## src/mrob_pkg.sv

```systemverilog
// Package for the multi-reader overwrite ring buffer.
// Holds opcodes, status codes and the struct between front and back ends.
// No dependencies.
package mrob_pkg;

  localparam int unsigned OP_W = 2;
  localparam int unsigned RDR_W = 3;
  localparam int unsigned SIZE_W = 13;

  localparam logic [OP_W-1:0] OP_WRITE = 2'd0;
  localparam logic [OP_W-1:0] OP_READ = 2'd1;
  localparam logic [OP_W-1:0] OP_ATTACH = 2'd2;
  localparam logic [OP_W-1:0] OP_DETACH = 2'd3;

  localparam logic [1:0] ST_OK = 2'd0;
  localparam logic [1:0] ST_EMPTY = 2'd1;
  localparam logic [1:0] ST_NOT_ATT = 2'd2;

  localparam logic [0:0] REG_BUFFER_SIZE = 1'd0;

  // One classified word from the front end to the back end.
  typedef struct packed {
    logic [OP_W-1:0] opcode;
    logic [7:0] data_byte;
    logic [RDR_W-1:0] reader;
  } op_word_t;

endpackage

```

## src/mrob_front.sv

```systemverilog
// Front end: accepts operation words into a two-entry queue.
// Depends on mrob_pkg.
module mrob_front (
  input  logic               clk,
  input  logic               rst,
  input  logic               push,
  output logic               full,
  input  mrob_pkg::op_word_t in_word,
  output logic               q_valid,
  output mrob_pkg::op_word_t q_word,
  input  logic               q_take
);
  import mrob_pkg::*;

  op_word_t slot [2];
  logic     rd_ptr;
  logic     wr_ptr;
  logic [1:0] fill;
  logic     do_push;

  assign full = fill[1];
  assign do_push = push && !full;
  assign q_valid = (fill != 2'd0);
  assign q_word = slot[rd_ptr];

  always_ff @(posedge clk) begin
    if (do_push) begin
      slot[wr_ptr] <= in_word;
    end
    if (rst) begin
      rd_ptr <= 1'b0;
      wr_ptr <= 1'b0;
      fill <= 2'd0;
    end else begin
      if (do_push) begin
        wr_ptr <= ~wr_ptr;
      end
      if (q_take) begin
        rd_ptr <= ~rd_ptr;
      end
      fill <= fill + {1'b0, do_push} - {1'b0, q_take};
    end
  end

`ifndef SYNTH
  a_no_take_empty: assert property (@(posedge clk) disable iff (rst) q_take |-> q_valid)
    else $error("queue taken while empty");
  a_fill_range: assert property (@(posedge clk) disable iff (rst) fill != 2'd3)
    else $error("queue fill out of range");
  a_full_holds: assert property (@(posedge clk) disable iff (rst)
      (full && !q_take) |=> full)
    else $error("full dropped without a take");
`endif
endmodule

```

## config.mk

```make
export PLATFORM = sky130hd
export DESIGN_NAME = mrob_front
export DESIGN_NICKNAME = d
export VERILOG_FILES = /design/src/mrob_pkg.sv /design/src/mrob_front.sv
export SDC_FILE = /design/constraint.sdc
export NUM_CORES = 1
export LEC_CHECK = 0
export ABC_CLOCK_PERIOD_IN_PS = 1710
export BUFFER_PORTS_ARGS = -buffer_cell sky130_fd_sc_hd__buf_2
export CAP_MARGIN = 20
export CORE_ASPECT_RATIO = 0.75
export CORE_UTILIZATION = 45
export CTS_CLUSTER_SIZE = 14
export DETAILED_ROUTE_END_ITERATION = 16
export HOLD_SLACK_MARGIN = 0.03
export PLACE_DENSITY = 0.73
export SLEW_MARGIN = 20
export SYNTH_ARGS = -nofsm -noshare
export SYNTH_HDL_FRONTEND = slang
export SYNTH_SLANG_ARGS = --single-unit
```

## constraint.sdc

```tcl
create_clock -name clk -period 1.71 [get_ports clk]
set_clock_uncertainty 0.15 [all_clocks]
set_input_delay 0.171 -clock clk [delete_from_list [all_inputs] [get_ports clk]]
set_output_delay 0.171 -clock clk [all_outputs]
set_load 0.03 [all_outputs]
```

; ---- Yosys cells after proc, flatten, opt, wreduce, memory -nomap -nowiden
; Memories as Yosys holds them, arrays and structs flattened. A register that Yosys moved wholly into a read port is not among the register bits.
; Index checks and enable logic that the tools add are counted.
[totals]
out_inout_bits = 15
mem_bits_rw = 26
mem_count = 1
in_bits = 17
word_cells = 15
regBits = 4
[op_classes]
bitwise_logic = 2
addsub = 2
mux = 4
n_reduce_logical = 3
[memory_table]
columns = memory, depth, word_bits, rd, rd_clocked_by_memory_dff, wr, line_no
row1 = slot, 2, 13, 1, 1, 1, mrob_front.sv:15  ; op_word_t slot [2];
[op_table]
columns = op, count
row1 = 2-to-1 mux 1 bit, 4
row2 = adder 2 x 1 -> 2 bit, 1
row3 = NOT 1 bit, 2
row4 = nonzero test 2 bit, 1
row5 = subtractor 2 x 1 -> 2 bit, 1
row6 = logical AND 1 bit, 1
row7 = logical NOT 1 bit, 1

; ---- Depth between registers and ports, before layout
; Gate-level depths: netlist of the first run.
[logic_depth]
depth_word = 4
depth_mapped = 5

; ---- Worst setup path after synthesis of the first run
; No wires, ideal clock.
[synth_path]
kind = register to register
start = reg fill[1]
end = mem slot[0][0] (netlist name) (enable)
arrival_time_ns = 1.268
path_stages_with_launch = 3
synth_period_minus_slack_ns = 1.800
slack_ns = -0.090
cell_sequence = dfxtp_1 -> nand2b_2 -> nor2_1
[synth_via]
elab_chain_len = 4
[synth_lines]
columns = element, line_no
row1 = start: declaration, mrob_front.sv:18  ; logic [1:0] fill;
row2 = start signal: assignment, mrob_front.sv:41  ; fill <= fill + {1'b0, do_push} - {1'b0, q_take};
row3 = logical NOT 1 bit, mrob_front.sv:22  ; assign do_push = push && !full;
row4 = logical AND 1 bit, mrob_front.sv:22
row5 = 2-to-1 mux 1 bit, mrob_front.sv:27  ; if (do_push) begin
row6 = 2-to-1 mux 1 bit (implied by the code), mrob_front.sv:28  ; slot[wr_ptr] <= in_word;
row7 = end: declaration, mrob_front.sv:15
; No other way between the ends.

==> flow_summary.json, run 1 <==
{
  "grt_use_total_pct": 14.9,
  "grt_start_max_net_pins": 14,
  "startpoint_type": "register",
  "synthSimpleGateAreaFrac_pct": 6.15,
  "grtUsageMet1_pct": 15.1,
  "final_area_um2": 1620,
  "via_per_inst": 4.44,
  "synth.avg_cell_area_um2": 19.1,
  "clkPwrFrac_pct": 22.2,
  "core_area_um2": 2400,
  "cts.clk_slew.worst_paths_ns": 0.09,
  "post-dp-hpwl_um": 1220,
  "slew_violations": 0,
  "synth_top_family_by_area": "multiplexers",
  "combPwrFrac_pct": 23.0,
  "grt_pass1_wl_um": 2740,
  "switchingPower_uw": 452,
  "seqCellArea_um2": 882,
  "vdd_drop_max_uv": 493,
  "reg2reg_from": "fill[1]$_SDFF_PP0_",
  "die_y_um": 46.7,
  "synthTopCellsByArea": "edfxtp_1 65%, mux2_4 13%, dfxtp_1 8.3%",
  "grt.busiest_layer": "met2",
  "io_buffers": 31,
  "fmax_mhz": 613,
  "most-common-layout-cells": "31 x buf_2, 26 x edfxtp_1, 14 x dlygate4sd3_1",
  "crit_buf_inv": 2,
  "synth.yosys.seq_area_share_pct": 73.3,
  "cts_sinks": 31,
  "cp_slowest_stage_delay_ns": 0.35,
  "crit_required_ns": 1.39,
  "yosysWarnings": 0,
  "initial_core_util_pct": 50.0,
  "rows": 15,
  "cp_slowest_cell": "dfxtp_2",
  "rsz0062_at_grt": "no",
  "first_iter_violations": 6,
  "drive_gt1_share_pct": 50.0,
  "worst_slack_ns": 0.0776,
  "worstPathArrival_ns": 1.31,
  "yosys.area_share.adder_pct": 1.04,
  "synth_top_area_cell": "edfxtp_1",
  "multi_input_area_um2": 305,
  "vias": 684,
  "wl_per_cell_um": 12.1,
  "die-area_um2": 2880,
  "maxCapViolCount": 0,
  "reg2reg_depth": 5,
  "wirelength_um": 1860,
  "outcome": "completed",
  "cts.htree.levels": 2,
  "p_int_uw": 1220,
  "nFillCells": 189,
  "synth_top_area_share_pct": 65.0,
  "pre_cts_ws_ns": 0.246,
  "path_depth": 3,
  "synth.distinct_cells": 16,
  "syn2layout_area_growth_pct": 35.1,
  "powerDensity_nw_per_um2": 1030,
  "use_met2_pct": 24.9,
  "cts-root-buf": "clkbuf_4",
  "sequentialPowerShare_pct": 54.8,
  "cts_made_buffers": 5,
  "synthMuxAreaShare_pct": 15.3,
  "r2r-end": "fill[1]$_SDFF_PP0_",
  "cts_buffer_depth": 2,
  "syn_inst": 63,
  "ys_seq_elements": 31,
  "critPathKind": "register to primary output",
  "grt_pass1_vias": 659,
  "setup-violations-final": 0,
  "synth_compound_area_share_pct": 0.729,
  "regToRegSetupSlack_ns": 0.25,
  "cts_tree": "built",
  "min_period_over_period_pct": 95.5,
  "dpl_cell_area_um2": 1430,
  "final_common_cell": "buf_2",
  "holdWs_ns": 0.0484,
  "synth_fp_nets": 81,
  "postRouteAntennaNets": 0,
  "path_delay_family": "flip-flops",
  "antenna_found_initial": 0,
  "post-route-drc-count": 0,
  "gp_congestion": 0.716,
  "cp_max_fo": 6,
  "hold_viol": 0,
  "nets": 137,
  "worst_slew_pin_slew_ns": 0.213,
  "utilization_pct": 67.6,
  "relSlewSlack_pct": 85.7,
  "worstSkewPairLatency_ns": 0.32,
  "diodes": 0,
  "crit_end": "q_word[0]",
  "leakage_uw": 0.000656,
  "use_met3_pct": 6.61,
  "synth_xor_area_share_pct": 2.19,
  "worstSetupEndpointType": "primary output",
  "first_pass_iters": 4,
  "grt_overflow_total": 0,
  "die_w_um": 61.7,
  "min_period_ns": 1.63,
  "ios": 32,
  "hold_class": "primary input to register",
  "p_sw_share_pct": 27.0,
  "crit_chain": "buf_6 -> mux2_2 -> buf_2",
  "netlist_area_um2": 1200
}
[synthesized netlist by cell type]
master	instances
buf_6	1
dfxtp_1	5
edfxtp_1	26
ha_1	1
inv_1	1
mux2_2	3
mux2_4	10
nand2b_2	1
nor2_1	5
nor2b_1	2
nor3_1	1
nor3_2	1
nor3b_2	1
o21a_2	1
or2_2	1
xnor2_1	3
[worst register-to-register path, cell delays in order, from the launching register on]
cell and delay, ns:
dfxtp_1 0.34, nand2b_2 0.23, xnor2_1 0.14, ha_1 0.19, nor3_1 0.23, nor3_2 0.07
[how the worst min path moves through the flow]
stage	end	cells past startpoint	slack (ns)	startpoint
after floorplan	fill[1]$_SDFF_PP0_	1	0.09	rst
after global placement	slot[1][12]$_DFFE_PP_	1	0.21	in_word[12]
after detailed placement	slot[1][1]$_DFFE_PP_	1	0.21	in_word[1]
after CTS	rd_ptr$_SDFFE_PP0P_	3	0.04	q_take
after global routing	rd_ptr$_SDFFE_PP0P_	3	0.07	q_take
final	rd_ptr$_SDFFE_PP0P_	3	0.05	q_take
[kinds of logic (layout without fill, tap and decap cells)]
group / count (synthesis) / in the layout
DFF: 31 / 31
xor gates and xnor gates: 3 / 3
adders and majority gates: 1 / 1
AOI/OAI and AO/OA: 1 / 1
buffers and inverters: 2 / 59
and+or+nand+nor: 12 / 12
muxes: 13 / 13
[cell type report]
type,instances,share of cell area [%]
Sequential cell,31,54.4
Timing Repair Buffer,50,21.0
Multi-Input combinational cell,30,18.8
Tap cell,34,2.62
Clock buffer,6,2.54
Clock inverter,2,0.463
Inverter,1,0.231
[stage by stage]
stage	TNS, ns	instances	total power (µW)
CTS	0	154	1690
detailed placement	0	132	1290
global route	0	154	1760
finish	0	154	1670
global placement	0	132	1280
floorplan	-2.34	63	1190
[power groups by stage]
stage	Sequential, µW	Combinational, µW	Clock (µW)
3_5_place_dp	932	360	0
4_1_cts	915	386	390
2_1_floorplan	936	249	0
5_1_grt	922	417	420
6_report	916	385	372
3_3_place_gp	929	356	0
[what timing repair did]
item,4_1_cts,5_1_grt
hold endpoints to repair,31,0
hold buffers,14,0
resized for setup,0,3
buffers inserted,0,0
setup endpoints to repair,0,10
[routing by layer]
| layer | vias to the layer above | share of wire (%) |
|---|---|---|
| li1 | 346 | - |
| met1 | 309 | 42 |
| met2 | 26 | 50 |
| met3 | 3 | 7.2 |
| met4 | 0 | 1.1 |
| met5 | - | 0 |
[sequential cells by signal (all words and copies together), names as in the netlist, named ones only]
name and cells:
slot 26, fill 2, rd_ptr 1, wr_ptr 1
Power figures use the tool's default switching activity.
==> run 2, diff against run 1 <==
- ABC_CLOCK_PERIOD_IN_PS: 1710 -> 1500
- clock period: 1.71 -> 1.5 ns (I/O delays scaled with it)
==> run 2 against run 1 <==
Net effect: the run now ends with setup timing left; combinational power increased by 38%; wire length is 12% higher; non-clock buffer count is 3 higher; final area increased by 8.5%; via count grew 5.6%; setup slack worse by 0.14 ns; sequential cell count is the same; utilization increased by 5.7 points; final cell count is 1.9% higher; die area stayed put; total power is 23% higher; register-to-register slack got worse by 0.17 ns; largest power group unchanged; highest routed layer unchanged.
==> flow_summary.json, run 2 (same netlist as run 1, synthesis figures left out) <==
{
  "vdd_drop_max_uv": 671,
  "p_int_uw": 1520,
  "critPathKind": "register to primary output",
  "ios": 32,
  "grt_use_total_pct": 17.1,
  "worstSkewPairLatency_ns": 0.30,
  "use_met2_pct": 29.9,
  "maxCapViolCount": 0,
  "powerDensity_nw_per_um2": 1170,
  "hold_viol": 0,
  "switchingPower_uw": 537,
  "post-route-drc-count": 0,
  "pre_cts_ws_ns": 0.101,
  "cts_tree": "built",
  "antenna_found_initial": 0,
  "min_period_over_period_pct": 104,
  "use_met3_pct": 7.71,
  "gp_congestion": 0.793,
  "io_buffers": 31,
  "cts.clk_slew.worst_paths_ns": 0.09,
  "grtUsageMet1_pct": 17.3,
  "first_iter_violations": 15,
  "post-dp-hpwl_um": 1250,
  "outcome": "finished with violations",
  "core_area_um2": 2400,
  "wl_per_cell_um": 13.2,
  "first_pass_iters": 4,
  "initial_core_util_pct": 50.0,
  "setup-violations-final": 13,
  "dp.cells": 134,
  "min_period_ns": 1.57,
  "nFillCells": 190,
  "largest_register": "slot",
  "cts.htree.levels": 2,
  "violations": "setup timing",
  "fmax_mhz": 638,
  "rsz0062_at_grt": "yes",
  "grt_overflow_total": 0,
  "hold_class": "primary input to register",
  "cts_buffer_depth": 2,
  "p_sw_share_pct": 26.2,
  "most-common-layout-cells": "26 x edfxtp_1, 18 x buf_2, 15 x dlygate4sd3_1",
  "relSlewSlack_pct": 86.5,
  "combPwrFrac_pct": 25.9,
  "worstSetupEndpointType": "primary output",
  "largestRegisters": "slot (26), fill (2)",
  "worstPathArrival_ns": 1.27,
  "worst_slack_ns": -0.0670,
  "die-area_um2": 2880,
  "die_y_um": 46.7,
  "startpoint_type": "register",
  "final_common_cell": "edfxtp_1",
  "postRouteAntennaNets": 0,
  "grt_start_max_net_pins": 10,
  "clkPwrFrac_pct": 23.0,
  "grt_pass1_wl_um": 3170,
  "leakage_uw": 0.000716,
  "nets": 140,
  "largest_reg_flops": 26,
  "sequentialPowerShare_pct": 51.0,
  "worst_slew_pin_slew_ns": 0.202,
  "rows": 15,
  "drive_gt1_share_pct": 53.7,
  "slew_violations": 0,
  "final_cell_count_no_fill": 157,
  "die_w_um": 61.7,
  "syn2layout_area_growth_pct": 46.6,
  "crit_required_ns": 1.20,
  "grt_pass1_vias": 748,
  "cts-root-buf": "clkbuf_4",
  "cts_sinks": 31,
  "diodes": 0,
  "grt.busiest_layer": "met2",
  "wirelength_um": 2080,
  "cts_made_buffers": 5,
  "via_per_inst": 4.60,
  "cp_max_fo": 6,
  "vias": 722
}
## run 2: changes by cell type in the layout (fill, tap and decap cells not counted), moves of 2 or more
| cell | previous run | this run |
|---|---|---|
| buf_2 | 31 | 18 |
| buf_6 | 2 | 14 |
| buf_4 | 3 | 5 |
| nor2_2 | 0 | 2 |
| mux2_2 | 3 | 0 |
| mux2_4 | 10 | 13 |
| nor2_1 | 5 | 3 |
## run 2: final timing paths
check,start,to,slack [ns],depth (start not counted)
min reg2reg,rd_ptr$_SDFFE_PP0P_,rd_ptr$_SDFFE_PP0P_,0.38,2
max,register,q_word[5],-0.07,3
min,push,fill[1]$_SDFF_PP0_,0.15,4
max reg2reg,fill[1]$_SDFF_PP0_,fill[1]$_SDFF_PP0_,0.08,5
## run 2: stage by stage
step                      instance area (µm²)  total power, µW  hold WS, ns  util (%)  TNS (ns)
after floorplan                          1210             1360       0.0605         -    -0.467
after global placement                   1450             1480        0.188      60.2         0
after detailed placement                 1450             1490        0.191      60.2         0
after CTS                                1760             2070        0.133      73.1    -0.952
after global routing                     1760             2160        0.166      73.3     -1.54
final                                    1760             2050        0.153      73.3    -0.770
## run 2: cell type report
cell class	instances	area (µm²)	share of cell area, %
inverter	1	3.75	0.213
clock inverter	1	3.75	0.213
clock buffer	7	55.1	3.13
sequential	31	883	50.2
timing repair buffer	53	450	25.6
tap	34	42.5	2.42
multi-input combinational	30	322	18.3
## run 2: worst max-delay path, stage by stage, from the launching register on
cell,delay (ns)
dfxtp_2,0.36
buf_6,0.15
mux2_4,0.31
buf_6,0.14
## run 2: metal layers
layer,wire length (µm),vias up
li1,-,352
met1,790,339
met2,1120,27
met3,141,4
met4,22,0
met5,0,-
## run 2: timing repair
| action | CTS | global route |
|---|---|---|
| resized for setup | 32 | 1 |
| endpoints found under the setup margin | 13 | 13 |
| gates cloned | 0 | 0 |
| pin swaps | 0 | 0 |
| hold buffers | 15 | 0 |
| endpoints found under the hold margin | 31 | 0 |
| setup buffers | 0 | 0 |
## run 2: power by group through the flow
stage / combinational, µW / clock [µW] / sequential, µW
final: 532 / 472 / 1050
after global routing: 566 / 535 / 1060
after CTS: 529 / 496 / 1050
after detailed placement: 422 / 0 / 1060
after global placement: 416 / 0 / 1060
after floorplan: 287 / 0 / 1070
==> run 3, diff against run 2 <==
- SETUP_SLACK_MARGIN: default -> 0.15
==> run 3 against run 2 <==
Net effect: the run still ends with setup timing left; clock power is 5.1% lower; worst hold slack worse by 0.078 ns; first-iteration DRC count is 53% lower; sequential cell count stayed put; final cell count is 1.3% higher; die area stayed put; sequential power hardly changed; non-clock buffer count is 2 higher; clock-buffer cell count stayed put; critical path depth stayed put; critical endpoint is now q_word[11].
==> flow_summary.json, run 3 (same netlist as run 1, synthesis figures left out) <==
{
  "wirelength_um": 2460,
  "cts.clk_slew.worst_paths_ns": 0.09,
  "cp_slowest_stage_delay_ns": 0.41,
  "antenna_found_initial": 0,
  "hold_class": "primary input to register",
  "setup-violations-final": 13,
  "syn2layout_area_growth_pct": 54.9,
  "nets": 142,
  "seqCellArea_um2": 888,
  "core_area_um2": 2400,
  "worstSkewPairLatency_ns": 0.33,
  "multi_input_area_um2": 354,
  "cp_slowest_cell": "dfxtp_4",
  "maxCapViolCount": 0,
  "critPathKind": "register to primary output",
  "via_per_inst": 4.68,
  "vias": 744,
  "leakage_uw": 0.000750,
  "first_iter_violations": 7,
  "worst_slew_pin_slew_ns": 0.207,
  "vdd_drop_max_uv": 680,
  "outcome": "finished with violations",
  "largest_reg_flops": 26,
  "min_period_over_period_pct": 108,
  "largestRegisters": "slot (26), fill (2)",
  "worstSetupEndpointType": "primary output",
  "hold_viol": 0,
  "largest_register": "slot",
  "crit_chain": "buf_12 -> mux2_4 -> buf_6",
  "die-area_um2": 2880,
  "utilization_pct": 77.4,
  "die_y_um": 46.7,
  "cp_max_fo": 5,
  "grt_pass1_wl_um": 3580,
  "relSlewSlack_pct": 86.2,
  "startpoint_type": "register",
  "rows": 15,
  "ios": 32,
  "cts_tree": "built",
  "most-common-layout-cells": "26 x edfxtp_1, 17 x buf_2, 15 x dlygate4sd3_1, 15 x buf_6, 13 x mux2_4",
  "rsz0062_at_grt": "yes",
  "final_area_um2": 1860,
  "worstPathArrival_ns": 1.32,
  "regToRegSetupSlack_ns": 0.15,
  "final_common_cell": "edfxtp_1",
  "gp_congestion": 0.661,
  "first_pass_iters": 3,
  "post-route-drc-count": 0,
  "dpl_cell_area_um2": 1440,
  "grt_use_total_pct": 19.6,
  "postRouteAntennaNets": 0,
  "wl_per_cell_um": 15.5,
  "min_period_ns": 1.62,
  "slew_violations": 0,
  "grt_pass1_vias": 800,
  "powerDensity_nw_per_um2": 1140,
  "cts_buffer_depth": 2,
  "pre_cts_ws_ns": 0.127,
  "fmax_mhz": 619,
  "diodes": 0,
  "cts_sinks": 31,
  "die_w_um": 61.7,
  "cts.htree.levels": 2,
  "initial_core_util_pct": 50.0,
  "cts_made_buffers": 5,
  "grt_overflow_total": 0,
  "violations": "setup timing",
  "crit_required_ns": 1.20,
  "cts-root-buf": "clkbuf_4",
  "nFillCells": 147,
  "grt_start_max_net_pins": 13,
  "io_buffers": 31,
  "worst_slack_ns": -0.117,
  "drive_gt1_share_pct": 56.8
}
## run 3: worst paths after layout
kind,cells past startpoint,endpoint,startpoint
min reg2reg,2,rd_ptr$_SDFFE_PP0P_,rd_ptr$_SDFFE_PP0P_
max,3,q_word[11],register
max reg2reg,5,fill[1]$_SDFF_PP0_,fill[1]$_SDFF_PP0_
min,4,fill[1]$_SDFF_PP0_,push
## run 3: stage by stage
stage / cells / total power (µW) / hold slack, ns / TNS [ns]
CTS: 158 / 2110 / 0.0982 / -1.45
finish: 159 / 2110 / 0.0750 / -1.41
global placement: 129 / 1480 / 0.190 / 0
detailed placement: 129 / 1490 / 0.192 / 0
floorplan: 63 / 1370 / 0.0587 / 0
global route: 159 / 2210 / 0.0594 / -2.12
## run 3: area by class of cell
cell class                      count  area share (%)
Clock inverter                      1           0.269
Tap cell                           34            2.29
Timing Repair Buffer               55            28.0
Multi-Input combinational cell     30            19.0
Clock buffer                        7            2.42
Inverter                            1           0.202
Sequential cell                    31            47.7
## run 3: worst max-delay path, delay by kind of cell (launching register included)
kind / cells / cell delay, ns
multiplexers: 1 / 0.31
buffers and inverters: 2 / 0.27
flip-flops: 1 / 0.41
## run 3: power by group
group / internal (µW) / leakage (µW) / switching, µW
sequential: 1020 / 0.000285 / 35.7
clock: 182 / 0.0000293 / 265
combinational: 328 / 0.000436 / 281
## run 3: routing by layer
metal	vias to the layer above	share of wire, %	GRT usage, %	routed length, µm
met5	-	0	0	0
met4	0	1.3	10.2	31
met3	5	5.5	7.99	136
met2	27	55	34.6	1360
met1	355	38	20.4	932
li1	357	-	-	-
## run 3: repair_timing
item	4_1_cts	5_1_grt
pin swaps	3	1
setup endpoints to repair	41	16
hold endpoints to repair	31	0
gates resized for setup	38	0
gates cloned	1	0
hold buffers	15	0
buffers inserted	5	1
